==> config.mk <==
export PLATFORM = sky130hd
export DESIGN_NAME = lofq_cfg
export DESIGN_NICKNAME = d
export VERILOG_FILES = /design/src/rtl/core/lofq_pkg.sv /design/src/rtl/core/lofq_cfg.sv
export SDC_FILE = /design/constraint.sdc
export NUM_CORES = 1
export LEC_CHECK = 0
export BUFFER_PORTS_ARGS = -buffer_cell sky130_fd_sc_hd__buf_2
export CORE_MARGIN = 3
export CORE_UTILIZATION = 40
export DETAILED_ROUTE_END_ITERATION = 10
export GPL_TIMING_DRIVEN = 1
export PLACE_DENSITY = 0.77
export SLEW_MARGIN = 10
export SYNTH_ARGS = -nofsm -noshare
export SYNTH_HDL_FRONTEND = slang
export SYNTH_SLANG_ARGS = --single-unit
==> constraint.sdc <==
create_clock -name clk_i -period 1.08 [get_ports clk_i]
set_input_delay 0.054 -clock clk_i [delete_from_list [all_inputs] [get_ports clk_i]]
set_output_delay 0.054 -clock clk_i [all_outputs]
set_load 0.01 [all_outputs]
==> src/rtl/core/lofq_pkg.sv <==
// Shared types and constants of the lossy outbound frame queue.
`default_nettype none

package lofq_pkg;

  // Register file geometry and reset values.
  localparam int unsigned CfgAddrW      = 3;
  localparam int unsigned CfgDataW      = 32;
  localparam int unsigned MaxFramesW    = 11;
  localparam int unsigned MaxBytesW     = 20;
  localparam int unsigned DroppedW      = 11;
  localparam int unsigned QueuedFramesW = 11;

  localparam logic [MaxFramesW-1:0] MaxFramesRst = MaxFramesW'(1024);
  localparam logic [MaxBytesW-1:0]  MaxBytesRst  = MaxBytesW'(512 * 1024);
  localparam logic [DroppedW-1:0]   DroppedSat   = '1;

  // Register indexes, taken from the word address.
  localparam logic RegMaxFrames = 1'b0;
  localparam logic RegMaxBytes  = 1'b1;

  // Request operation codes.
  typedef enum logic [1:0] {
    OP_ENQUEUE    = 2'd0,
    OP_SEND_OK    = 2'd1,
    OP_SEND_FAIL  = 2'd2,
    OP_RESERVED   = 2'd3
  } op_e;

  // Result status codes.
  typedef enum logic [1:0] {
    STAT_OK        = 2'd0,
    STAT_ZERO_LEN  = 2'd1,
    STAT_OVERSIZE  = 2'd2,
    STAT_NO_SEND   = 2'd3
  } status_e;

  // Controller sequencing states.
  typedef enum logic {
    S_IDLE = 1'b0,
    S_EXEC = 1'b1
  } state_e;

  // Budget registers as seen by the controller.
  typedef struct packed {
    logic [MaxFramesW-1:0] max_frames;
    logic [MaxBytesW-1:0]  max_bytes;
  } cfg_t;

endpackage

`default_nettype wire

==> src/rtl/core/lofq_cfg.sv <==
// APB-style budget register file of the lossy outbound frame queue.
`default_nettype none

module lofq_cfg (
  input  wire logic                           clk_i,
  input  wire logic                           rst_ni,
  input  wire logic                           psel,
  input  wire logic                           penable,
  input  wire logic                           pwrite,
  input  wire logic [lofq_pkg::CfgAddrW-1:0]  paddr,
  input  wire logic [lofq_pkg::CfgDataW-1:0]  pwdata,
  output logic      [lofq_pkg::CfgDataW-1:0]  prdata,
  output logic                                pready,
  output lofq_pkg::cfg_t                      cfg_o
);
  import lofq_pkg::*;

  logic [MaxFramesW-1:0] max_frames_q;
  logic [MaxBytesW-1:0]  max_bytes_q;
  logic                  wr_en;
  logic                  reg_idx;

  // Registers are word aligned; the word address selects the register.
  assign reg_idx = paddr[2];
  assign wr_en   = psel && penable && pwrite;
  assign pready  = 1'b1;

  // Register writes.
  always_ff @(posedge clk_i or negedge rst_ni) begin
    if (!rst_ni) begin
      max_frames_q <= MaxFramesRst;
      max_bytes_q  <= MaxBytesRst;
    end else if (wr_en) begin
      unique case (reg_idx)
        RegMaxFrames: max_frames_q <= pwdata[MaxFramesW-1:0];
        RegMaxBytes:  max_bytes_q  <= pwdata[MaxBytesW-1:0];
        default:      ;
      endcase
    end
  end

  // Read-back mux.
  always_comb begin
    unique case (reg_idx)
      RegMaxFrames: prdata = CfgDataW'(max_frames_q);
      RegMaxBytes:  prdata = CfgDataW'(max_bytes_q);
      default:      prdata = '0;
    endcase
  end

  assign cfg_o.max_frames = max_frames_q;
  assign cfg_o.max_bytes  = max_bytes_q;

endmodule

`default_nettype wire

; ---- Word level (Yosys, flattened, before mapping)
; Cells that the tools add are included.
[word_totals]
output_inout_bits = 64
input_bits = 40
wordCells = 8
regBits = 31
[op_classes]
mux = 1
reduce_logical = 4
n_bitwise = 1
[ops]
columns = cell, count
row1 = 32-bit one-hot mux with 2 select lines, 1
row2 = 2-bit AND reduction, 2
row3 = 1-bit logical AND, 2
row4 = 1-bit inverter, 1

; ---- Depth between registers and ports, before layout
; Gate-level depths: netlist of the first run.
[logic_depth]
ltp_word = 3
depth_mapped = 3
depth_no_buf = 2

; ---- Worst setup path after synthesis of the first run
; OpenSTA, ideal clock, no wires.
[synth_path]
path_type = reg2reg
start = register, netlist name max_frames_q[4]
end = register max_frames_q[4]
arrival_ns = 0.657
period_less_slack_ns = 0.781
path_buffers = 0
setup_ns = 0.125
path_stages_with_launch = 2
t_required_ns = 0.955
setup_slack_ns = 0.299
cell_sequence = dfrtp_1 mux2_2
[synth_lines]
columns = element, line
row1 = end signal: assignment, lofq_cfg.sv:31  ; max_frames_q <= MaxFramesRst;
row2 = end signal: assignment, lofq_cfg.sv:35  ; RegMaxFrames: max_frames_q <= pwdata[MaxFramesW-1:0];
row3 = end: declaration, lofq_cfg.sv:18  ; logic [MaxFramesW-1:0] max_frames_q;

; ---- Worst setup path after layout of the first run
[layout_path]
start = register max_frames_q[0]
end = output port prdata[0] (netlist bit)
[layout_between]
elab_chain_len = 1
[layout_rtl]
columns = element, line
row1 = 32-bit one-hot mux with 2 select lines, lofq_cfg.sv:44  ; unique case (reg_idx)
row2 = end: declaration, lofq_cfg.sv:12  ; output logic [lofq_pkg::CfgDataW-1:0] prdata,
; Every way passes these cells. The select of a mux whose other input is x is not followed.

==> results.yml, run 1 <==
synthesis:
  synthFlopType: "dfrtp_1"
  synth_top_area_share_pct: 46.3
  netlist_instances: 104
  synth_most_common_cell: "dfrtp_1"
  synth_area_per_cell_um2: 15.1
  ys_ff_latch: 31
  synth.distinct_cells: 12
  synthTopCellsByArea: "dfrtp_1 (46%), mux2_4 (19%), mux2_2 (16%)"
  ys_async_sr_fraction_pct: 100
  yosys.area.top_type: "dfrtp_1"
  yosysSeqAreaShare_pct: 49.7
  synth_warnings: 0
  synthTopCellsByCount: "dfrtp_1 (29), mux2_2 (22), mux2_4 (20)"
  synth-edff-count: 0
  syn_area_um2: 1570
grt:
  grt_pass1_vias: 1130
  grt_pass1_wl_um: 5650
  antenna_found_initial: 0
  grt_overflow: 0
  grt_use_total_pct: 16.7
  grt_max_degree: 28
worst_setup_path:
  worstPathMaxFanout: 3
  reg2reg_slack_ns: 0.18
  critPathRequiredTime_ns: 1.03
  cp_num_buf_inv: 1
  critPathSlowestCell: "dfrtp_1"
  cp_num_cells: 2
  reg2regPathDepth: 2
  start_kind: "flop"
  cp-end-kind: "output port"
  arrival_ns: 1.07
  crit_family: "flip-flops"
  path_cells: "mux2_4 -> buf_6"
  cpPeakStageDelay_ns: 0.39
  path_class: "reg2out"
sta:
  finalSetupViolCount: 12
  fmax_ghz: 0.888
  skew_ns: 0
  slew_violations: 0
  setup_tns_ns: -0.345
  timing.final.crit_share_pct: 104
  timing.final.ws_setup_ns: -0.0461
  rsz0062_at_grt: "true"
  period_minus_slack_ns: 1.13
  final_hold_viol_count: 0
cts:
  clk_pin_slew_ns: 0.06
  numCtsBuffers: 5
  cts_sinks: 31
  insertion_delay_ns: 0.27
  clk_path_buf_depth: 2
  cts_root_buf: "clkbuf_8"
  cts_tree: "yes"
  cts.htree.levels: 2
min_path:
  hold_path_depth: 2
  min_path_type: "in2reg"
place:
  gp_congestion: 0.704
  place_ws_ns: 0.0832
  port_buffers: 76
  dp_hpwl_um: 2530
power_and_ir_drop:
  finalPower_w: 0.00425
  ir_drop_mv: 0.855
  power_leakage_nw: 1.29
  p_per_area_nw_per_um2: 1830
die:
  core_um2: 3720
  start_util_pct: 42.2
  die_area_um2: 4700
  core.rowCount: 22
  dieWidth_um: 68.6
  die_height_um: 68.6
  io_pins: 104
outcome:
  status: "finished with violations"
  violations: "negative setup slack"
detailed_routing:
  post-route-drc-count: 0
  wirelength_um: 3770
  num_vias: 1132
  ant_nets: 0
  vias_per_cell: 4.51
  dr.first_iter.drc_count: 54
  avgRoutedWirePerCell_um: 15.0
  drt_first_pass_iters: 4
finish:
  diodes: 0
  multi_input_area_um2: 727
  area_growth_pct: 48.2
  nNetsFinal: 242
  regArea_um2: 778
  drive_above_1_share_pct: 73.4
  nFillCells: 310
flow_run:
  max-cap-violations: 0
## cell type report
cell class / count / share of cell area (%)
flip-flops and latches: 31 / 33.5
multi-input cells: 66 / 31.3
repair buffers: 98 / 28.3
clock buffers: 8 / 4.31
well taps: 48 / 2.59
## registers in the layout, indices dropped and copies added, names as in the netlist
signal / cells
max_bytes_q: 20
max_frames_q: 11
## per-layer routing
layer  vias up  part of all wire (%)  routed length [um]  track usage (%)
met2        32                    58                2180             30.9
met1       573                    38                1440             19.1
met5         -                     0                   0                0
li1        525                     -                   -                -
met3         2                   3.3                 125             4.05
met4         0                  0.74                  28             4.47
## power breakdown
group          internal (W)  leakage [nW]  switching (W)
sequential          0.00143         0.369       0.000176
combinational       0.00102         0.872       0.000652
clock              0.000581        0.0515       0.000390
total               0.00304          1.29        0.00122
## what timing repair did
action | 4_1_cts | 5_1_grt
setup endpoints to repair | 12 | 13
gates resized for setup | 19 | 2
hold buffers | 2 | 0
pin swaps | 1 | 0
gates cloned | 0 | 0
hold endpoints to repair | 30 | 0
setup buffers | 14 | 1
## per-stage QoR
step	hold WS (ns)	instances	cell area (um^2)	util (%)
after floorplan	-0.242	115	1610	-
after global placement	-0.116	226	1980	53.4
after detailed placement	-0.115	226	1980	53.4
after CTS	0.00181	250	2310	62.1
after global routing	0.00547	251	2320	62.5
final	0.0133	251	2320	62.5
## kinds of logic (layout without fill, tap and decap cells)
group / Yosys count / in the layout / synth area share, %
other: 2 / 13 / 0.479
muxes: 42 / 42 / 35.0
buffers and inverters: 18 / 106 / 8.94
DFF: 31 / 31 / 49.7
and+or+nand+nor: 11 / 11 / 5.91
## worst register-to-register path, cell delays in order (launching register included)
cell     delay [ns]
dfrtp_1        0.39
buf_4          0.15
mux2_4         0.25
## layout by cell type, fill, tap and decap left out, drive strengths merged
cell	instances
buf	96
mux2	42
dfrtp	29
conb	13
and2	9
clkbuf	8
dlygate4sd3	2
dfstp	2
nand4b	1
nand4	1
## final timing paths
kind / from / end
setup reg to reg: max_bytes_q[3] / max_bytes_q[3]
max in group asynchronous: rst_ni / max_frames_q[10]
hold / removal: pwdata[17] / max_bytes_q[17]
setup / recovery: max_frames_q[0] / prdata[0]
hold reg to reg: max_frames_q[1] / max_frames_q[1]
min in group asynchronous: rst_ni / max_frames_q[3]
Note: power is estimated with default switching activity, not from simulation.
==> run 2: changes to the inputs <==
--- a/config.mk
+++ b/config.mk
@@ -7,9 +7,10 @@
 export LEC_CHECK = 0
 export BUFFER_PORTS_ARGS = -buffer_cell sky130_fd_sc_hd__buf_2
+export CORE_ASPECT_RATIO = 0.75
 export CORE_MARGIN = 3
 export CORE_UTILIZATION = 40
 export DETAILED_ROUTE_END_ITERATION = 10
 export GPL_TIMING_DRIVEN = 1
-export PLACE_DENSITY = 0.77
+export PLACE_DENSITY = 0.79
 export SLEW_MARGIN = 10
 export SYNTH_ARGS = -nofsm -noshare
==> constraint.sdc (replaced) <==
create_clock -name clk_i -period 1.08 [get_ports clk_i]
set_input_delay 0.054 -clock clk_i [delete_from_list [all_inputs] [get_ports clk_i]]
set_output_delay 0.054 -clock clk_i [all_outputs]
set_load 0.05 [all_outputs]
==> run 2 against run 1 <==
Against the previous run:
- the run still ends with negative setup slack left
- routed wire length rose by 7.1%
- non-clock buffer count rose by 6
- critical path depth stayed put
- total power is 40% higher
- global-route usage increased by 0.36 points
==> results.yml, run 2 (synthesis results as in run 1) <==
grt:
  antenna_found_initial: 0
  grt_use_total_pct: 17.1
  grt_max_degree: 18
  grt_overflow: 0
  grt_pass1_vias: 1184
  grt_pass1_wl_um: 6020
sta:
  timing.final.crit_share_pct: 109
  skew_ns: 0
  period_minus_slack_ns: 1.17
  final_hold_viol_count: 0
  fmax_ghz: 0.852
  finalSetupViolCount: 13
  timing.final.ws_setup_ns: -0.0940
  rsz0062_at_grt: "true"
  slew_violations: 0
power_and_ir_drop:
  power_leakage_nw: 1.34
  p_per_area_nw_per_um2: 2310
  ir_drop_mv: 1.43
finish:
  layout_commonest_cell: "buf_2"
  final_cell_area_um2: 2570
  fin_util_pct: 69.2
  final_cell_mix: "buf_2 (43), buf_4 (29), mux2_4 (28), dfrtp_2 (20), buf_8 (18)"
  regMostFlops: "max_bytes_q"
  nNetsFinal: 248
  drive_above_1_share_pct: 87.1
  largest_reg_flops: 20
  top_regs: "max_bytes_q x20, max_frames_q x11"
  area_growth_pct: 63.8
  fin_cells: 261
  diodes: 0
cts:
  cts_sinks: 31
  numCtsBuffers: 5
  clk_path_buf_depth: 2
  clk_pin_slew_ns: 0.06
  cts_tree: "yes"
  cts.htree.levels: 2
  insertion_delay_ns: 0.26
  cts_root_buf: "clkbuf_8"
flow_run:
  max-cap-violations: 0
worst_setup_path:
  cp-end-kind: "output port"
  worstPathMaxFanout: 2
  start_kind: "flop"
  r2r_end: "max_bytes_q[19]"
  path_cells: "mux2_4 -> buf_8"
  critPathSlowestCell: "dfrtp_2"
  reg2regPathDepth: 3
  critPathRequiredTime_ns: 1.03
  path_class: "reg2out"
  reg2reg_slack_ns: 0.15
  arrival_ns: 1.12
  regToRegStartpoint: "max_bytes_q[19]"
  cpPeakStageDelay_ns: 0.41
detailed_routing:
  drt_first_pass_iters: 4
  wirelength_um: 4040
  post-route-drc-count: 0
  vias_per_cell: 4.46
  dr.first_iter.drc_count: 25
  ant_nets: 0
  num_vias: 1163
  avgRoutedWirePerCell_um: 15.5
place:
  gp_congestion: 0.730
  dpl_cell_area_um2: 2020
  port_buffers: 76
  dp_hpwl_um: 2550
  dpl.cell_count: 231
die:
  start_util_pct: 42.2
  core_um2: 3710
  io_pins: 104
  dieWidth_um: 78.3
  core.rowCount: 19
  die_area_um2: 4710
  die_height_um: 60.2
outcome:
  status: "finished with violations"
  violations: "negative setup slack"
min_path:
  min_path_type: "in2reg"
  hold_path_depth: 2
  hold_end: "max_bytes_q[16]"
  min_from: "pwdata[16]"
## run 2: timing repair
item                                   CTS  global route
cloned                                   0             0
setup buffers                           15             5
hold buffers                             2             0
setup endpoints to repair               22            31
endpoints found under the hold margin   31             0
gates resized for setup                 55            52
## run 2: power by group
part | total, W | internal (W) | switching [W]
Sequential | 0.00165 | 0.00146 | 0.000189
Clock | 0.000843 | 0.000457 | 0.000387
Combinational | 0.00344 | 0.00138 | 0.00207
## run 2: worst max-delay path: cells and delay by family, from the launching register on
kind	cells	cell delay (ns)
buffers and inverters	1	0.15
flip-flops	1	0.41
multiplexers	1	0.29
## run 2: cell type report
| class | count | area (um^2) |
|---|---|---|
| fill | 271 | 1140 |
| timing repair buffer | 104 | 876 |
| sequential | 31 | 803 |
| multi-input combinational | 66 | 742 |
| clock buffer | 8 | 80.1 |
| tap | 52 | 65.1 |
## run 2: metrics by stage
| stage | power, W | hold WS, ns | TNS, ns | setup slack [ns] |
|---|---|---|---|---|
| final | 0.00594 | 0.0146 | -1.03 | -0.0940 |
| after detailed placement | 0.00429 | -0.0155 | 0 | 0.0556 |
| after floorplan | 0.00375 | -0.242 | -0.00261 | -0.00261 |
| after CTS | 0.00565 | 0.00477 | -1.09 | -0.0989 |
| after global routing | 0.00620 | 0.00357 | -1.55 | -0.130 |
| after global placement | 0.00425 | -0.00315 | 0 | 0.0730 |
## run 2: worst max path at each step
stage / slack (ns) / start / endpoint
after detailed placement: 0.06 / paddr[2] / prdata[2]
after floorplan: -0.003 / max_bytes_q[19] / prdata[19]
after global routing: -0.13 / max_frames_q[10] / prdata[10]
final: -0.09 / max_frames_q[5] / prdata[5]
after global placement: 0.07 / paddr[2] / prdata[9]
after CTS: -0.1 / max_frames_q[10] / prdata[10]
## run 2: routing by layer
metal,track usage [%],share of wire [%],up-vias
met5,0,0,-
met4,8.98,2.9,0
met3,3.92,4.8,11
met2,30.6,54,43
met1,19.4,38,566
li1,-,-,543
