$ cat src/rtl/core/lofq_pkg.sv
// Shared types and constants of the lossy outbound frame queue.
`default_nettype none

package lofq_pkg;

  // Register file geometry and reset values.
  localparam int unsigned CfgAddrW      = 3;
  localparam int unsigned CfgDataW      = 32;
  localparam int unsigned MaxFramesW    = 11;
  localparam int unsigned MaxBytesW     = 20;
  localparam int unsigned DroppedW      = 11;
  localparam int unsigned QueuedFramesW = 11;

  localparam logic [MaxFramesW-1:0] MaxFramesRst = MaxFramesW'(1024);
  localparam logic [MaxBytesW-1:0]  MaxBytesRst  = MaxBytesW'(512 * 1024);
  localparam logic [DroppedW-1:0]   DroppedSat   = '1;

  // Register indexes, taken from the word address.
  localparam logic RegMaxFrames = 1'b0;
  localparam logic RegMaxBytes  = 1'b1;

  // Request operation codes.
  typedef enum logic [1:0] {
    OP_ENQUEUE    = 2'd0,
    OP_SEND_OK    = 2'd1,
    OP_SEND_FAIL  = 2'd2,
    OP_RESERVED   = 2'd3
  } op_e;

  // Result status codes.
  typedef enum logic [1:0] {
    STAT_OK        = 2'd0,
    STAT_ZERO_LEN  = 2'd1,
    STAT_OVERSIZE  = 2'd2,
    STAT_NO_SEND   = 2'd3
  } status_e;

  // Controller sequencing states.
  typedef enum logic {
    S_IDLE = 1'b0,
    S_EXEC = 1'b1
  } state_e;

  // Budget registers as seen by the controller.
  typedef struct packed {
    logic [MaxFramesW-1:0] max_frames;
    logic [MaxBytesW-1:0]  max_bytes;
  } cfg_t;

endpackage

`default_nettype wire

$ cat src/rtl/core/lofq_if.sv
// Request and result channel interfaces of the lossy outbound frame queue.
`default_nettype none

interface lofq_req_if #(
  parameter int unsigned TAG_BITS = 16,
  parameter int unsigned LEN_BITS = 20
);
  logic                valid;
  logic                ready;
  logic [1:0]          op;
  logic [TAG_BITS-1:0] frame_tag;
  logic [LEN_BITS-1:0] frame_size;

  modport source (output valid, op, frame_tag, frame_size, input ready);
  modport sink   (input valid, op, frame_tag, frame_size, output ready);
endinterface

interface lofq_rsp_if #(
  parameter int unsigned TAG_BITS = 16,
  parameter int unsigned LEN_BITS = 20
);
  logic                valid;
  logic                ready;
  logic [1:0]          status;
  logic [10:0]         dropped_count;
  logic                send_start;
  logic [TAG_BITS-1:0] send_tag;
  logic [LEN_BITS-1:0] send_len;
  logic [10:0]         queued_frames;
  logic [LEN_BITS:0]   queued_bytes;

  modport source (output valid, status, dropped_count, send_start, send_tag, send_len,
                  queued_frames, queued_bytes, input ready);
  modport sink   (input valid, status, dropped_count, send_start, send_tag, send_len,
                  queued_frames, queued_bytes, output ready);
endinterface

`default_nettype wire

$ cat src/rtl/core/lofq_ctrl.sv
// Queue controller: request sequencing, ring pointers, budgets and result register.
`default_nettype none

module lofq_ctrl #(
  parameter int unsigned DEPTH    = 1024,
  parameter int unsigned LEN_BITS = 20,
  parameter int unsigned TAG_BITS = 16
) (
  input  wire logic                          clk_i,
  input  wire logic                          rst_ni,
  input  wire lofq_pkg::cfg_t                cfg_i,
  lofq_req_if.sink                           req,
  lofq_rsp_if.source                         rsp,
  output logic                               ram_we_o,
  output logic [$clog2(DEPTH)-1:0]           ram_waddr_o,
  output logic [TAG_BITS+LEN_BITS-1:0]       ram_wdata_o,
  output logic [$clog2(DEPTH)-1:0]           ram_raddr_o,
  input  wire logic [TAG_BITS+LEN_BITS-1:0]  ram_rdata_i
);
  import lofq_pkg::*;

  localparam int unsigned PW  = $clog2(DEPTH);
  localparam int unsigned WCW = $clog2(DEPTH + 1);
  localparam int unsigned CW0 = $clog2(DEPTH + 2);
  localparam int unsigned CW  = (CW0 > MaxFramesW) ? CW0 : MaxFramesW;
  localparam int unsigned BW  = ((LEN_BITS > MaxBytesW) ? LEN_BITS : MaxBytesW) + 1;
  localparam int unsigned SW  = BW + 1;
  localparam int unsigned DW  = TAG_BITS + LEN_BITS;

  // Sequencer and request registers.
  state_e              state_q, state_d;
  op_e                 op_q;
  logic [TAG_BITS-1:0] tag_q;
  logic [LEN_BITS-1:0] len_q;
  logic [DroppedW-1:0] drop_q, drop_d;

  // Queue state.
  logic [PW-1:0]       rd_ptr_q, rd_ptr_d;
  logic [PW-1:0]       wr_ptr_q, wr_ptr_d;
  logic [WCW-1:0]      wc_q, wc_d;
  logic [CW-1:0]       held_cnt_q, held_cnt_d;
  logic [BW-1:0]       held_bytes_q, held_bytes_d;
  logic                in_flight_q, in_flight_d;
  logic [TAG_BITS-1:0] fl_tag_q, fl_tag_d;
  logic [LEN_BITS-1:0] fl_len_q, fl_len_d;

  // Head-of-ring forwarding.
  logic                fwd_valid_q;
  logic [DW-1:0]       fwd_data_q;
  logic [DW-1:0]       head;
  logic [TAG_BITS-1:0] head_tag;
  logic [LEN_BITS-1:0] head_len;

  // Result register.
  logic                out_valid_q, out_valid_d;
  status_e             status_q, status_d;
  logic [DroppedW-1:0] dropped_q;
  logic                start_q, start_d;
  logic [TAG_BITS-1:0] stag_q, stag_d;
  logic [LEN_BITS-1:0] slen_q, slen_d;
  logic [QueuedFramesW-1:0] qf_q;
  logic [LEN_BITS:0]   qb_q;

  logic                accept;
  logic                out_free;
  logic                fin;
  logic                over;
  logic [SW-1:0]       byte_sum;

  function automatic logic [PW-1:0] ring_next(input logic [PW-1:0] p);
    ring_next = (p == PW'(DEPTH - 1)) ? '0 : p + PW'(1);
  endfunction

  // The RAM reads the next head every cycle; a write to that entry is forwarded.
  assign head     = fwd_valid_q ? fwd_data_q : ram_rdata_i;
  assign head_tag = head[DW-1:LEN_BITS];
  assign head_len = head[LEN_BITS-1:0];

  assign req.ready = (state_q == S_IDLE);
  assign accept    = req.valid && req.ready;
  assign out_free  = !out_valid_q || rsp.ready;

  // Budget check for an enqueue against what is held now.
  assign byte_sum = SW'(held_bytes_q) + SW'(len_q);
  assign over = (held_cnt_q >= CW'(cfg_i.max_frames)) ||
                (byte_sum > SW'(cfg_i.max_bytes)) ||
                (wc_q == WCW'(DEPTH));

  // Next state, queue updates and result.
  always_comb begin
    state_d      = state_q;
    drop_d       = drop_q;
    rd_ptr_d     = rd_ptr_q;
    wr_ptr_d     = wr_ptr_q;
    wc_d         = wc_q;
    held_cnt_d   = held_cnt_q;
    held_bytes_d = held_bytes_q;
    in_flight_d  = in_flight_q;
    fl_tag_d     = fl_tag_q;
    fl_len_d     = fl_len_q;
    ram_we_o     = 1'b0;
    ram_waddr_o  = wr_ptr_q;
    ram_wdata_o  = {tag_q, len_q};
    fin          = 1'b0;
    status_d     = STAT_OK;
    start_d      = 1'b0;
    stag_d       = '0;
    slen_d       = '0;

    unique case (state_q)
      S_IDLE: begin
        if (accept) begin
          drop_d  = '0;
          state_d = S_EXEC;
        end
      end
      S_EXEC: begin
        unique case (op_q)
          OP_ENQUEUE: begin
            if (len_q == '0) begin
              fin      = out_free;
              status_d = STAT_ZERO_LEN;
            end else if (BW'(len_q) > BW'(cfg_i.max_bytes)) begin
              fin      = out_free;
              status_d = STAT_OVERSIZE;
            end else if (over && (wc_q != '0)) begin
              // Drop the oldest waiting frame, one per cycle.
              held_bytes_d = held_bytes_q - BW'(head_len);
              held_cnt_d   = held_cnt_q - CW'(1);
              wc_d         = wc_q - WCW'(1);
              rd_ptr_d     = ring_next(rd_ptr_q);
              drop_d       = (drop_q == DroppedSat) ? drop_q : drop_q + DroppedW'(1);
            end else if (out_free) begin
              // Append the frame, and start it or the head if the link is idle.
              fin          = 1'b1;
              ram_we_o     = 1'b1;
              wr_ptr_d     = ring_next(wr_ptr_q);
              held_cnt_d   = held_cnt_q + CW'(1);
              held_bytes_d = held_bytes_q + BW'(len_q);
              if (!in_flight_q) begin
                in_flight_d = 1'b1;
                rd_ptr_d    = ring_next(rd_ptr_q);
                start_d     = 1'b1;
                if (wc_q == '0) begin
                  fl_tag_d = tag_q;
                  fl_len_d = len_q;
                end else begin
                  fl_tag_d = head_tag;
                  fl_len_d = head_len;
                end
                stag_d = fl_tag_d;
                slen_d = fl_len_d;
              end else begin
                wc_d = wc_q + WCW'(1);
              end
            end
          end
          OP_SEND_OK: begin
            if (out_free) begin
              fin = 1'b1;
              if (!in_flight_q) begin
                status_d = STAT_NO_SEND;
              end else begin
                held_cnt_d   = held_cnt_q - CW'(1);
                held_bytes_d = held_bytes_q - BW'(fl_len_q);
                if (wc_q != '0) begin
                  // Hand the oldest waiting frame to the transport.
                  fl_tag_d = head_tag;
                  fl_len_d = head_len;
                  rd_ptr_d = ring_next(rd_ptr_q);
                  wc_d     = wc_q - WCW'(1);
                  start_d  = 1'b1;
                  stag_d   = head_tag;
                  slen_d   = head_len;
                end else begin
                  in_flight_d = 1'b0;
                  fl_tag_d    = '0;
                  fl_len_d    = '0;
                end
              end
            end
          end
          OP_SEND_FAIL: begin
            if (out_free) begin
              fin          = 1'b1;
              rd_ptr_d     = '0;
              wr_ptr_d     = '0;
              wc_d         = '0;
              held_cnt_d   = '0;
              held_bytes_d = '0;
              in_flight_d  = 1'b0;
              fl_tag_d     = '0;
              fl_len_d     = '0;
            end
          end
          OP_RESERVED: begin
            fin = out_free;
          end
        endcase
        if (fin) begin
          state_d = S_IDLE;
        end
      end
    endcase

    out_valid_d = fin ? 1'b1 : (out_valid_q && !rsp.ready);
  end

  assign ram_raddr_o = rd_ptr_d;

  // Control state.
  always_ff @(posedge clk_i or negedge rst_ni) begin
    if (!rst_ni) begin
      state_q      <= S_IDLE;
      rd_ptr_q     <= '0;
      wr_ptr_q     <= '0;
      wc_q         <= '0;
      held_cnt_q   <= '0;
      held_bytes_q <= '0;
      in_flight_q  <= 1'b0;
      fl_tag_q     <= '0;
      fl_len_q     <= '0;
      out_valid_q  <= 1'b0;
      fwd_valid_q  <= 1'b0;
    end else begin
      state_q      <= state_d;
      rd_ptr_q     <= rd_ptr_d;
      wr_ptr_q     <= wr_ptr_d;
      wc_q         <= wc_d;
      held_cnt_q   <= held_cnt_d;
      held_bytes_q <= held_bytes_d;
      in_flight_q  <= in_flight_d;
      fl_tag_q     <= fl_tag_d;
      fl_len_q     <= fl_len_d;
      out_valid_q  <= out_valid_d;
      fwd_valid_q  <= ram_we_o && (ram_waddr_o == rd_ptr_d);
    end
  end

  // Payload registers.
  always_ff @(posedge clk_i) begin
    fwd_data_q <= ram_wdata_o;
    drop_q     <= drop_d;
    if (accept) begin
      op_q  <= op_e'(req.op);
      tag_q <= req.frame_tag;
      len_q <= req.frame_size;
    end
    if (fin) begin
      status_q  <= status_d;
      dropped_q <= drop_q;
      start_q   <= start_d;
      stag_q    <= stag_d;
      slen_q    <= slen_d;
      qf_q      <= held_cnt_d[QueuedFramesW-1:0];
      qb_q      <= held_bytes_d[LEN_BITS:0];
    end
  end

  assign rsp.valid         = out_valid_q;
  assign rsp.status        = status_q;
  assign rsp.dropped_count = dropped_q;
  assign rsp.send_start    = start_q;
  assign rsp.send_tag      = stag_q;
  assign rsp.send_len      = slen_q;
  assign rsp.queued_frames = qf_q;
  assign rsp.queued_bytes  = qb_q;

  // The held count always equals the waiting frames plus the one in flight.
  a_held_cnt: assert property (@(posedge clk_i) disable iff (!rst_ni)
    held_cnt_q == CW'(wc_q) + CW'(in_flight_q))
    else $error("held frame count out of step with ring count");

  // Frames only wait while a send is in flight.
  a_idle_empty: assert property (@(posedge clk_i) disable iff (!rst_ni)
    !in_flight_q |-> (wc_q == '0))
    else $error("frames waiting while the link is idle");

  // The ring never holds more than its depth.
  a_ring_bound: assert property (@(posedge clk_i) disable iff (!rst_ni)
    wc_q <= WCW'(DEPTH))
    else $error("ring count exceeds depth");

  // A pending result that started a send implies a frame is in flight.
  a_start_flight: assert property (@(posedge clk_i) disable iff (!rst_ni)
    (out_valid_q && start_q) |-> in_flight_q)
    else $error("send start reported with nothing in flight");

endmodule

`default_nettype wire

$ cat src/flat_wrapper.sv
// flat-port wrapper written by rule: the top's interface ports become plain ports
module lofq_ctrl_flat import lofq_pkg::*;
#(
  parameter int unsigned DEPTH    = 1024,
  parameter int unsigned LEN_BITS = 20,
  parameter int unsigned TAG_BITS = 16
)
  (clk_i, rst_ni, cfg_i, ram_we_o, ram_waddr_o, ram_wdata_o, ram_raddr_o, ram_rdata_i, req_valid, req_op, req_frame_tag, req_frame_size, req_ready, rsp_valid, rsp_status, rsp_dropped_count, rsp_send_start, rsp_send_tag, rsp_send_len, rsp_queued_frames, rsp_queued_bytes, rsp_ready);
  lofq_req_if #(.TAG_BITS(TAG_BITS), .LEN_BITS(LEN_BITS)) req_i ();
  lofq_rsp_if #(.TAG_BITS(TAG_BITS), .LEN_BITS(LEN_BITS)) rsp_i ();
  input  wire logic clk_i;
  input  wire logic rst_ni;
  input  wire lofq_pkg::cfg_t cfg_i;
  output logic ram_we_o;
  output logic [$clog2(DEPTH)-1:0] ram_waddr_o;
  output logic [TAG_BITS+LEN_BITS-1:0] ram_wdata_o;
  output logic [$clog2(DEPTH)-1:0] ram_raddr_o;
  input  wire logic [TAG_BITS+LEN_BITS-1:0] ram_rdata_i;
  input wire logic [$bits(req_i.valid)-1:0] req_valid;
  input wire logic [$bits(req_i.op)-1:0] req_op;
  input wire logic [$bits(req_i.frame_tag)-1:0] req_frame_tag;
  input wire logic [$bits(req_i.frame_size)-1:0] req_frame_size;
  output wire logic [$bits(req_i.ready)-1:0] req_ready;
  output wire logic [$bits(rsp_i.valid)-1:0] rsp_valid;
  output wire logic [$bits(rsp_i.status)-1:0] rsp_status;
  output wire logic [$bits(rsp_i.dropped_count)-1:0] rsp_dropped_count;
  output wire logic [$bits(rsp_i.send_start)-1:0] rsp_send_start;
  output wire logic [$bits(rsp_i.send_tag)-1:0] rsp_send_tag;
  output wire logic [$bits(rsp_i.send_len)-1:0] rsp_send_len;
  output wire logic [$bits(rsp_i.queued_frames)-1:0] rsp_queued_frames;
  output wire logic [$bits(rsp_i.queued_bytes)-1:0] rsp_queued_bytes;
  input wire logic [$bits(rsp_i.ready)-1:0] rsp_ready;
  assign req_i.valid = req_valid;
  assign req_i.op = req_op;
  assign req_i.frame_tag = req_frame_tag;
  assign req_i.frame_size = req_frame_size;
  assign req_ready = req_i.ready;
  assign rsp_valid = rsp_i.valid;
  assign rsp_status = rsp_i.status;
  assign rsp_dropped_count = rsp_i.dropped_count;
  assign rsp_send_start = rsp_i.send_start;
  assign rsp_send_tag = rsp_i.send_tag;
  assign rsp_send_len = rsp_i.send_len;
  assign rsp_queued_frames = rsp_i.queued_frames;
  assign rsp_queued_bytes = rsp_i.queued_bytes;
  assign rsp_i.ready = rsp_ready;
  lofq_ctrl #(.DEPTH(DEPTH), .LEN_BITS(LEN_BITS), .TAG_BITS(TAG_BITS)) u_core (.clk_i(clk_i), .rst_ni(rst_ni), .cfg_i(cfg_i), .req(req_i), .rsp(rsp_i), .ram_we_o(ram_we_o), .ram_waddr_o(ram_waddr_o), .ram_wdata_o(ram_wdata_o), .ram_raddr_o(ram_raddr_o), .ram_rdata_i(ram_rdata_i));
endmodule
$ cat config.mk
export PLATFORM = sky130hd
export DESIGN_NAME = lofq_ctrl_flat
export DESIGN_NICKNAME = d
export VERILOG_FILES = /design/src/rtl/core/lofq_pkg.sv /design/src/rtl/core/lofq_if.sv /design/src/rtl/core/lofq_ctrl.sv /design/src/flat_wrapper.sv
export SDC_FILE = /design/constraint.sdc
export NUM_CORES = 1
export LEC_CHECK = 0
export ABC_AREA = 1
export BUFFER_PORTS_ARGS = -buffer_cell sky130_fd_sc_hd__buf_2
export CORE_ASPECT_RATIO = 1.25
export CORE_MARGIN = 3
export CORE_UTILIZATION = 59
export DETAILED_ROUTE_END_ITERATION = 8
export GPL_TIMING_DRIVEN = 1
export PLACE_DENSITY = 0.82
export RECOVER_POWER = 100
export SYNTH_ARGS = -nofsm -noshare
export SYNTH_HDL_FRONTEND = slang
export SYNTH_SLANG_ARGS = --single-unit
$ cat constraint.sdc
create_clock -name clk_i -period 14.1 [get_ports clk_i]
set_clock_uncertainty 0.15 [all_clocks]
set_input_delay 2.82 -clock clk_i [delete_from_list [all_inputs] [get_ports clk_i]]
set_output_delay 2.82 -clock clk_i [all_outputs]
set_load 0.03 [all_outputs]
Yosys cells after proc, flatten, opt, wreduce, memory -nomap -nowiden:

Index checks and enable logic that the tools add are counted.

* register bits after elaboration: 254
* latch bits: 0
* RAM bits: 0
* memory bits (read-only): 0
* input port bits: 109
* output and inout bits: 141
* logic and storage cells: 203
* memories: 0

* $add $sub $neg: 11
* multipliers: 0
* divide/modulo/power cells: 0
* order comparisons: 3
* equal/unequal tests: 25
* shifts and indexed selects: 0
* mux-type cells: 120
* bitwise gates (word level): 1
* reductions and logical operators: 21

Operators with widths (number)
* two-way mux 20 bit: 17
* two-way mux 11 bit: 23
* two-way mux 10 bit: 17
* two-way mux 21 bit: 8
* two-way mux 16 bit: 9
* one-hot mux 11 bit (3 select lines): 2
* one-hot mux 21 bit (3 select lines): 1
* one-hot mux 20 bit (3 select lines): 1
* subtractor 21 x 20 -> 21 bit: 2
* one-hot mux 20 bit (2 select lines): 1
* two-way mux 36 bit: 1
* adder 11 x 1 -> 11 bit (second input constant): 3
* one-hot mux 16 bit (2 select lines): 1
* one-hot mux 10 bit (3 select lines): 1
* two-way mux 1 bit: 27
* adder 21 x 20 -> 22 bit: 1
* equality test 11 bit (second input constant): 2
* greater-than comparator 22 x 20 -> 1 bit: 1
* one-hot mux 11 bit (2 select lines): 1
* subtractor 11 x 1 -> 11 bit (second input constant): 2
* adder 21 x 20 -> 21 bit: 1
* adder 10 x 1 -> 10 bit (second input constant): 2
* equality test 10 bit (second input constant): 2
* greater-than comparator 20 bit: 1
* 27 further kinds: 54

Logic depth before layout (Yosys ltp):

Gate-level depths: netlist of the first run.

* depth in word-level cells: 12
* mapped depth: 34
* depth with buffers taken out: 34

Worst setup path after synthesis of the first run:

OpenSTA, ideal clock, no wires.

* kind: in2out
* start point: in cfg_i[11] (netlist name)
* end point: out ram_we_o
* data arrival time: 4.797 ns
* data required time: 11.130 ns
* slack: 6.333 ns
* cell stages on the path: 12
* path buffers: 0
* cell sequence: inv_1 -> ha_1 -> and3_1 -> nand2_1 -> a21oi_1 -> o21bai_1 -> nand3_1 -> nand2_1 -> nand2_2 -> nor2_1 -> inv_1 -> nor4_2

* longest elaborated chain between the ends: 9
* elaborated cells between the ends (all ways): 10
* classes of those cells: 2 x order compare; 5 x mux; 3 x reduce/logical

Ends and longest elaborated chain
* start, declared: RTL line flat_wrapper.sv:13 `input wire lofq_pkg::cfg_t cfg_i;`
* greater-than comparator 22 x 20 -> 1 bit: RTL line lofq_ctrl.sv:86 `(byte_sum > SW'(cfg_i.max_bytes)) ||`
* logical OR 1 bit: RTL line lofq_ctrl.sv:85 `assign over = (held_cnt_q >= CW'(cfg_i.max_frames)) ||`
* logical OR 1 bit: RTL line lofq_ctrl.sv:86
* logical AND 1 bit: RTL line lofq_ctrl.sv:126 `end else if (over && (wc_q != '0)) begin`
* two-way mux 1 bit: RTL line lofq_ctrl.sv:126
* two-way mux 1 bit (*): RTL line lofq_ctrl.sv:123 `end else if (BW'(len_q) > BW'(cfg_i.max_bytes)) begin`
* two-way mux 1 bit (*): RTL line lofq_ctrl.sv:120 `if (len_q == '0) begin`
* two-way mux 1 bit (*): RTL line lofq_ctrl.sv:118 `unique case (op_q)`
* two-way mux 1 bit (*): RTL line lofq_ctrl.sv:110 `unique case (state_q)`
* end, declared: RTL line flat_wrapper.sv:14 `output logic ram_we_o;`

Mark *: on every way between the ends. The rest lies on a longest branch, timed or not.

Worst setup path after layout of the first run:

* start point: reg u_core.len_q[0]
* end point: reg u_core.qb_q[11] (netlist: u_core.rsp.queued_bytes[11]) (enable)

* longest elaborated chain between the ends: 11
* elaborated cells between the ends (all ways): 13
* classes of those cells: 1 x add/sub; 2 x order compare; 6 x mux; 4 x reduce/logical

Ends and longest elaborated chain
* start, declared: RTL line lofq_ctrl.sv:34 `logic [LEN_BITS-1:0] len_q;`
* start signal, assigned: RTL line lofq_ctrl.sv:247 `len_q <= req.frame_size;`
* adder 21 x 20 -> 22 bit: RTL line lofq_ctrl.sv:84 `assign byte_sum = SW'(held_bytes_q) + SW'(len_q);`
* greater-than comparator 22 x 20 -> 1 bit: RTL line lofq_ctrl.sv:86
* logical OR 1 bit: RTL line lofq_ctrl.sv:85
* logical OR 1 bit: RTL line lofq_ctrl.sv:86
* logical AND 1 bit: RTL line lofq_ctrl.sv:126
* two-way mux 1 bit: RTL line lofq_ctrl.sv:126
* two-way mux 1 bit: RTL line lofq_ctrl.sv:123
* two-way mux 1 bit (*): RTL line lofq_ctrl.sv:120
* one-hot mux 1 bit (3 select lines) (*): RTL line lofq_ctrl.sv:118
* two-way mux 1 bit (*) (2 in series): RTL line lofq_ctrl.sv:110
* via u_core.fin: RTL line lofq_ctrl.sv:66 `logic fin;`
* end signal, assigned: RTL line lofq_ctrl.sv:256 `qb_q <= held_bytes_d[LEN_BITS:0];`
* end, declared: RTL line lofq_ctrl.sv:62 `logic [LEN_BITS:0] qb_q;`

Mark *: on every way through the listed nets, which the timed path passes. The rest lies on a longest branch. The select of a mux whose other input is x is not followed.
A chain may end at the register's enable or synchronous reset.

==> flow_summary.yaml, run 1 <==
place:
  dp_hpwl_um: 42900
  gp_congestion: 1.03
  portBuffers: 249
synth:
  yosysTopAreaCell: "edfxtp_1"
  synth_area_leaders: "edfxtp_1 (23%), dfrtp_1 (13%), ha_1 (9.3%)"
  yosysWarnings: 0
  yosysUniqueCellTypes: 67
  synth_fa_ha_area_share_pct: 9.63
  synth_top_area_share_pct: 23.5
  synth_compound_area_share_pct: 16.6
  netlist_area_um2: 16700
  yosys.area_share.simple_pct: 19.4
  synthMuxAreaShare_pct: 2.45
  ys_ff_latch: 254
  synthXorXnorAreaFrac_pct: 3.51
  syn_inst: 2042
  synthFlopType: "edfxtp_1"
  synth_top_family_by_area: "simple AND/OR/NAND/NOR gates"
  synth.avg_cell_area_um2: 8.20
  synth_edf_count: 131
  syn-num-nets: 2278
  synth-async-reset-ratio_pct: 34.3
  seq_area_frac_synth_pct: 40.8
sta:
  relSlewSlack_pct: -143
  rsz0062_at_grt: "no"
  setup_viol: 0
  period_needed_ps: 10800
  worst_pin_slew_ps: 3650
  holdWs_ps: 245
  hold_viol_final: 0
  fin_tns_setup_ps: 0
  maxSlewViolCount: 357
  finalCritPeriodShare_pct: 76.6
  fmax_mhz: 92.6
routing:
  route.detailed.wl_per_inst_um: 21.9
  via_per_inst: 6.09
  final_antenna_net_count: 0
  drtPass1Iterations: 6
  drc_errors: 0
  vias: 16100
  drt_iter0_markers: 1456
  route.final.wire_length_um: 57900
clock_tree:
  cts_hold_buf: 0
  cts_max_path_buffers: 3
  cts_tree: "yes"
  clock_sinks: 254
  insertion_delay_ps: 570
  cts_buffers: 26
  post_cts_buffers: 0
  clkTransAtPathRegs_ps: 60
  cts_resized: 0
  cts_max_level: 1
  cts_root_buffer: "clkbuf_16"
floorplan:
  io_pins: 250
  row_count: 68
  start_util_pct: 60.2
  die_y_um: 194
  die_w_um: 157
  fp.dieArea_um2: 30400
  core_area_um2: 27800
hold_path:
  hold_end: "u_core.fwd_data_q[31]"
  hold_path_class: "reg2reg"
  hold_depth: 0
  min_from: "u_core.tag_q[11]"
setup_path:
  cpMostUsedCell: "nand2_1"
  cp.required_ps: 14030
  critPathCaptureType: "flip-flop"
  rr_worst_depth: 26
  reg2reg_to: "u_core.rsp.queued_bytes[11]"
  arrival_ps: 10730
  startpoint_type: "flip-flop"
  crit_type: "reg2reg"
  rrSetupSlack_ps: 3300
  worst-path-max-fanout: 61
  critPathSlowestCell: "clkbuf_1"
  critPathMaxStageDelay_ps: 2620
  r2r-start: "u_core.len_q[0]"
finish:
  nets: 2508
  synthToLayoutAreaGrowth_pct: 12.5
  drive_gt1_share_pct: 8.60
  utilization_pct: 67.7
  nFillCells: 2372
outcome:
  failed_checks: "max-capacitance violations, max-slew violations"
  status: "finished with violations"
global_route:
  grt_max_degree: 62
  first_global_vias: 16100
  track_usage_pct: 37.2
  grt_pass1_wl_um: 88300
  globalRouteOverflowTotal: 0
  antenna_found_initial: 2
power_and_ir_drop:
  ir_drop_v: 0.000135
  leakage_nw: 8.48
  power.total_mw: 4.81
  power.density_nw_per_um2: 255
job:
  drv_cap: 9
==> critical path, delay by kind of cell (launching register included) <==
kind	cells	cell delay [ps]
buffers and inverters	5	4690
AND/OR/NAND/NOR	14	2910
adder cells (fa/ha/maj)	3	1020
AO/OA/AOI/OAI	3	770
flip-flops	1	450
XOR/XNOR	1	250
==> worst max-delay path by stage <==
stage	endpoint	cells past startpoint	from
floorplan	ram_we_o	12	cfg_i[11]
global placement	ram_raddr_o[4]	22	cfg_i[24]
detailed placement	ram_raddr_o[8]	22	cfg_i[24]
CTS	ram_raddr_o[8]	22	cfg_i[24]
global route	u_core.rsp.queued_bytes[10]	26	u_core.len_q[0]
finish	u_core.rsp.queued_bytes[11]	26	u_core.len_q[0]
==> flip-flops by register name, indices dropped and copies added, names as in the netlist, 10 cells and up <==
register                  count
u_core.fwd_data_q            36
u_core.held_bytes_q          21
u_core.rsp.queued_bytes      21
u_core.fl_len_q              20
u_core.len_q                 20
u_core.rsp.send_len          20
u_core.rsp.send_tag          16
u_core.tag_q                 16
u_core.drop_q                11
u_core.held_cnt_q            11
u_core.rsp.dropped_count     11
u_core.rsp.queued_frames     11
u_core.wc_q                  11
u_core.ram_waddr_o           10
u_core.rd_ptr_q              10
==> metrics by stage <==
| stage | instances | setup WS, ps | area, um2 |
|---|---|---|---|
| final | 2643 | 3300 | 18800 |
| after floorplan | 2042 | 6330 | 16700 |
| after global placement | 2594 | 5420 | 18300 |
| after detailed placement | 2594 | 5300 | 18300 |
| after CTS | 2641 | 5310 | 19200 |
| after global routing | 2643 | 2570 | 18800 |
==> where the power goes <==
group	switching, mW	total (mW)	internal, mW
logic	1.97	2.76	0.787
registers	0.217	1.34	1.13
clock network	0.307	0.711	0.404
==> logic make-up after synthesis <==
| group | after synthesis |
|---|---|
| mux | 41 |
| simple gates | 751 |
| buf+inv | 324 |
| compound gates | 478 |
| xor+xnor | 67 |
| flops | 254 |
| fa+ha+maj | 127 |
==> per-layer routing <==
metal | vias up | routed length [um] | GRT usage (%) | share of wire (%)
met5 | - | 0 | 0 | 0
met1 | 7555 | 21500 | 44.5 | 37
met3 | 214 | 4810 | 6.33 | 8.3
met2 | 853 | 28200 | 64.1 | 49
li1 | 7462 | - | - | -
met4 | 0 | 3380 | 18.7 | 5.8
==> synthesized netlist by cell type, types with 8 or more instances <==
| library cell | n |
|---|---|
| a22oi_1 | 12 |
| o21ai_0 | 141 |
| xnor2_1 | 16 |
| nor3_1 | 29 |
| ha_1 | 124 |
| xor2_1 | 51 |
| nand3_1 | 97 |
| dfrtp_1 | 87 |
| a21oi_1 | 177 |
| a221oi_1 | 8 |
| a211oi_1 | 9 |
| inv_1 | 243 |
| o211ai_1 | 23 |
| clkbuf_1 | 39 |
| mux2i_1 | 41 |
| nand2_1 | 400 |
| inv_2 | 11 |
| nand4_1 | 22 |
| o22ai_1 | 26 |
| buf_2 | 14 |
| o21ai_1 | 19 |
| dfxtp_1 | 36 |
| edfxtp_1 | 131 |
| a31oi_1 | 8 |
| o21bai_1 | 10 |
| nor2_1 | 159 |
==> layout by cell type (no fill, tap or decap), types with 98 or more instances in the layout <==
master,netlist,routed
inv_1,243,245
nor2_1,159,158
a21oi_1,177,178
edfxtp_1,131,131
nand2_1,400,407
nand3_1,97,98
ha_1,124,124
buf_2,14,106
clkbuf_1,39,155
o21ai_0,141,154
==> area by class of cell <==
| type | count | area [um2] | share of cell area (%) |
|---|---|---|---|
| clock buffer | 37 | 776 | 4.12 |
| tap | 350 | 438 | 2.32 |
| sequential | 254 | 6830 | 36.3 |
| clock inverter | 10 | 96.3 | 0.511 |
| multi-input combinational | 1464 | 8540 | 45.3 |
| timing repair buffer | 266 | 1170 | 6.22 |
| antenna | 2 | 5.00 | 0.0266 |
| inverter | 260 | 980 | 5.20 |
(Power assumes the default switching activity.)
==> run 2: changes to the inputs <==
--- a/config.mk
+++ b/config.mk
@@ -9,10 +9,10 @@
 export BUFFER_PORTS_ARGS = -buffer_cell sky130_fd_sc_hd__buf_2
 export CORE_ASPECT_RATIO = 1.25
 export CORE_MARGIN = 3
-export CORE_UTILIZATION = 59
+export CORE_UTILIZATION = 58
 export DETAILED_ROUTE_END_ITERATION = 8
 export GPL_TIMING_DRIVEN = 1
-export PLACE_DENSITY = 0.82
+export PLACE_DENSITY = 0.81
 export RECOVER_POWER = 100
 export SYNTH_ARGS = -nofsm -noshare
 export SYNTH_HDL_FRONTEND = slang
==> constraint.sdc (replaced) <==
create_clock -name clk_i -period 10.5 [get_ports clk_i]
set_clock_uncertainty 0.15 [all_clocks]
set_input_delay 2.1 -clock clk_i [delete_from_list [all_inputs] [get_ports clk_i]]
set_output_delay 2.1 -clock clk_i [all_outputs]
set_load 0.03 [all_outputs]
==> run 2 against run 1 <==
The flow still finishes with violations (max-capacitance violations, max-slew violations); cell area rose by 0.49%; largest power group unchanged; first-iteration DRC count rose by 8.2%; non-clock buffer count fell by 3; setup slack got worse by 1800 ps; global-route usage fell by 2.5 points; worst hold slack got worse by 4.5 ps; power rose by 35%.
==> flow_summary.yaml, run 2 (same netlist as run 1, synthesis figures left out) <==
finish:
  stdcell_count: 2641
  largest_register_ffs: 36
  regMostFlops: "u_core.fwd_data_q"
  mostFrequentLayoutCells: "nand2_1 (406), inv_1 (244), a21oi_1 (177)"
  nets: 2505
  synthToLayoutAreaGrowth_pct: 13.1
  final_common_cell: "nand2_1"
  utilization_pct: 67.6
  final_area_um2: 18900
  drive_gt1_share_pct: 8.65
  nFillCells: 2354
routing:
  route.final.wire_length_um: 55100
  final_antenna_net_count: 0
  route.detailed.wl_per_inst_um: 20.9
  vias: 16100
  drc_errors: 0
  drtPass1Iterations: 6
  drt_iter0_markers: 1576
  via_per_inst: 6.10
setup_path:
  reg2reg_to: "u_core.fl_len_q[0]"
  crit_type: "reg2out"
  rr_worst_depth: 25
  critPathCaptureType: "output pin"
  r2r-start: "u_core.len_q[0]"
  arrival_ps: 6710
  startpoint_type: "flip-flop"
  crit_end: "ram_we_o"
  critPathSlowestCell: "nand2_1"
  cpLargestDelayFamily: "simple AND/OR/NAND/NOR gates"
  cpMostUsedCell: "nand2_1"
  cp_cell_sequence: "ha_1 > fa_1 > nand3_1 > nand2_1 > nand2_1 > nand3_1 > nand2_1 > nand2_1 > a21oi_1 > nor2_1 > nor2_1 > xor2_1 > ha_1 > nand2_1 > nor3_1 > nand3b_1 > a21oi_1 > nand3_2 > nand2_1 > inv_2 > nor4_2 > buf_2"
  critPathMaxStageDelay_ps: 1110
  worst-path-max-fanout: 49
  cp_num_cells: 22
  rrSetupSlack_ps: 1800
  cp_num_buf_inv: 2
  crit_path_start: "u_core.len_q[0]"
  cp.required_ps: 8250
global_route:
  globalRouteOverflowTotal: 0
  antenna_found_initial: 2
  grt_max_degree: 57
  grt_pass1_wl_um: 84300
  first_global_vias: 15700
  track_usage_pct: 34.7
clock_tree:
  cts_max_level: 1
  cts_buffers: 26
  cts_max_path_buffers: 3
  clkTransAtPathRegs_ps: 60
  insertion_delay_ps: 550
  cts_hold_buf: 0
  clock_sinks: 254
  cts_root_buffer: "clkbuf_16"
  cts_tree: "yes"
  cts_resized: 0
  post_cts_buffers: 0
floorplan:
  io_pins: 250
  start_util_pct: 59.8
  die_y_um: 196
  row_count: 68
  core_area_um2: 28000
  fp.dieArea_um2: 30900
  die_w_um: 158
sta:
  maxSlewViolCount: 328
  worst_pin_slew_ps: 3360
  hold_viol_final: 0
  relSlewSlack_pct: -124
  finalCritPeriodShare_pct: 85.3
  setup_viol: 0
  period_needed_ps: 8960
  fin_tns_setup_ps: 0
  rsz0062_at_grt: "no"
  holdWs_ps: 240
  setup_slack_ps: 1540
  fmax_mhz: 112
place:
  gp_congestion: 1.00
  portBuffers: 249
  pre_cts_ws_ps: 2930
  dp.cells: 2591
  dp_hpwl_um: 39800
  placed_cell_area_um2: 18300
power_and_ir_drop:
  leakage_nw: 8.53
  power.total_mw: 6.48
  power.density_nw_per_um2: 342
  ir_drop_v: 0.000191
outcome:
  failed_checks: "max-capacitance violations, max-slew violations"
  status: "finished with violations"
job:
  drv_cap: 10
hold_path:
  hold_depth: 0
  hold_path_class: "reg2reg"
[run 2: cell types whose count changed in the layout (fill, tap and decap cells not counted), sizes merged]
cell	change
buf	-1
clkbuf	-6
bufinv	+6
inv	-1
[run 2: area by class of cell]
type	count	area [um2]	area share (%)
clock buffers	33	687	3.63
inverters	260	980	5.17
multi-input cells	1464	8570	45.3
repair buffers	263	1160	6.11
diodes	2	5.00	0.0264
clock inverters	15	264	1.39
flip-flops and latches	254	6830	36.1
well taps	350	438	2.31
[run 2: metal layers]
| metal | wire length [um] | track usage, % |
|---|---|---|
| met3 | 4940 | 5.32 |
| met5 | 0 | 0 |
| met2 | 26100 | 57.5 |
| met1 | 21000 | 44.2 |
| met4 | 3120 | 16.8 |
[run 2: worst register-to-register path, stage by stage (launching register included)]
cell and delay [ps]:
edfxtp_1 450, ha_1 270, fa_1 430, nand3_1 110
nand2_1 140, nand2_1 90, nand3_1 140, nand2_1 100
nand2_1 120, a21oi_1 300, nor2_1 80, nor2_1 130
xor2_1 110, ha_1 290, nand2_1 60, nor3_1 220
nand3b_1 120, a21oi_1 200, nand3_2 70, nand2_1 1110
nand2_1 840, clkinvlp_2 570, nand2_1 370, a21oi_2 1640
o211ai_1 260, o21a_1 210
[run 2: worst min path at each step]
stage / slack, ps / to / startpoint
finish: 240 / u_core.fwd_data_q[25] / u_core.tag_q[5]
global route: 260 / u_core.fwd_data_q[32] / u_core.tag_q[12]
CTS: 240 / u_core.fwd_data_q[25] / u_core.tag_q[5]
detailed placement: 220 / u_core.fwd_data_q[25] / u_core.tag_q[5]
global placement: 220 / u_core.fwd_data_q[34] / u_core.tag_q[14]
floorplan: 280 / u_core.rsp.dropped_count[10] / u_core.drop_q[10]
[run 2: where the power goes]
part	total, mW	switching, mW	internal, mW
sequential	1.78	0.279	1.50
clock	1.04	0.403	0.636
combinational	3.67	2.62	1.05
total	6.48	3.30	3.18
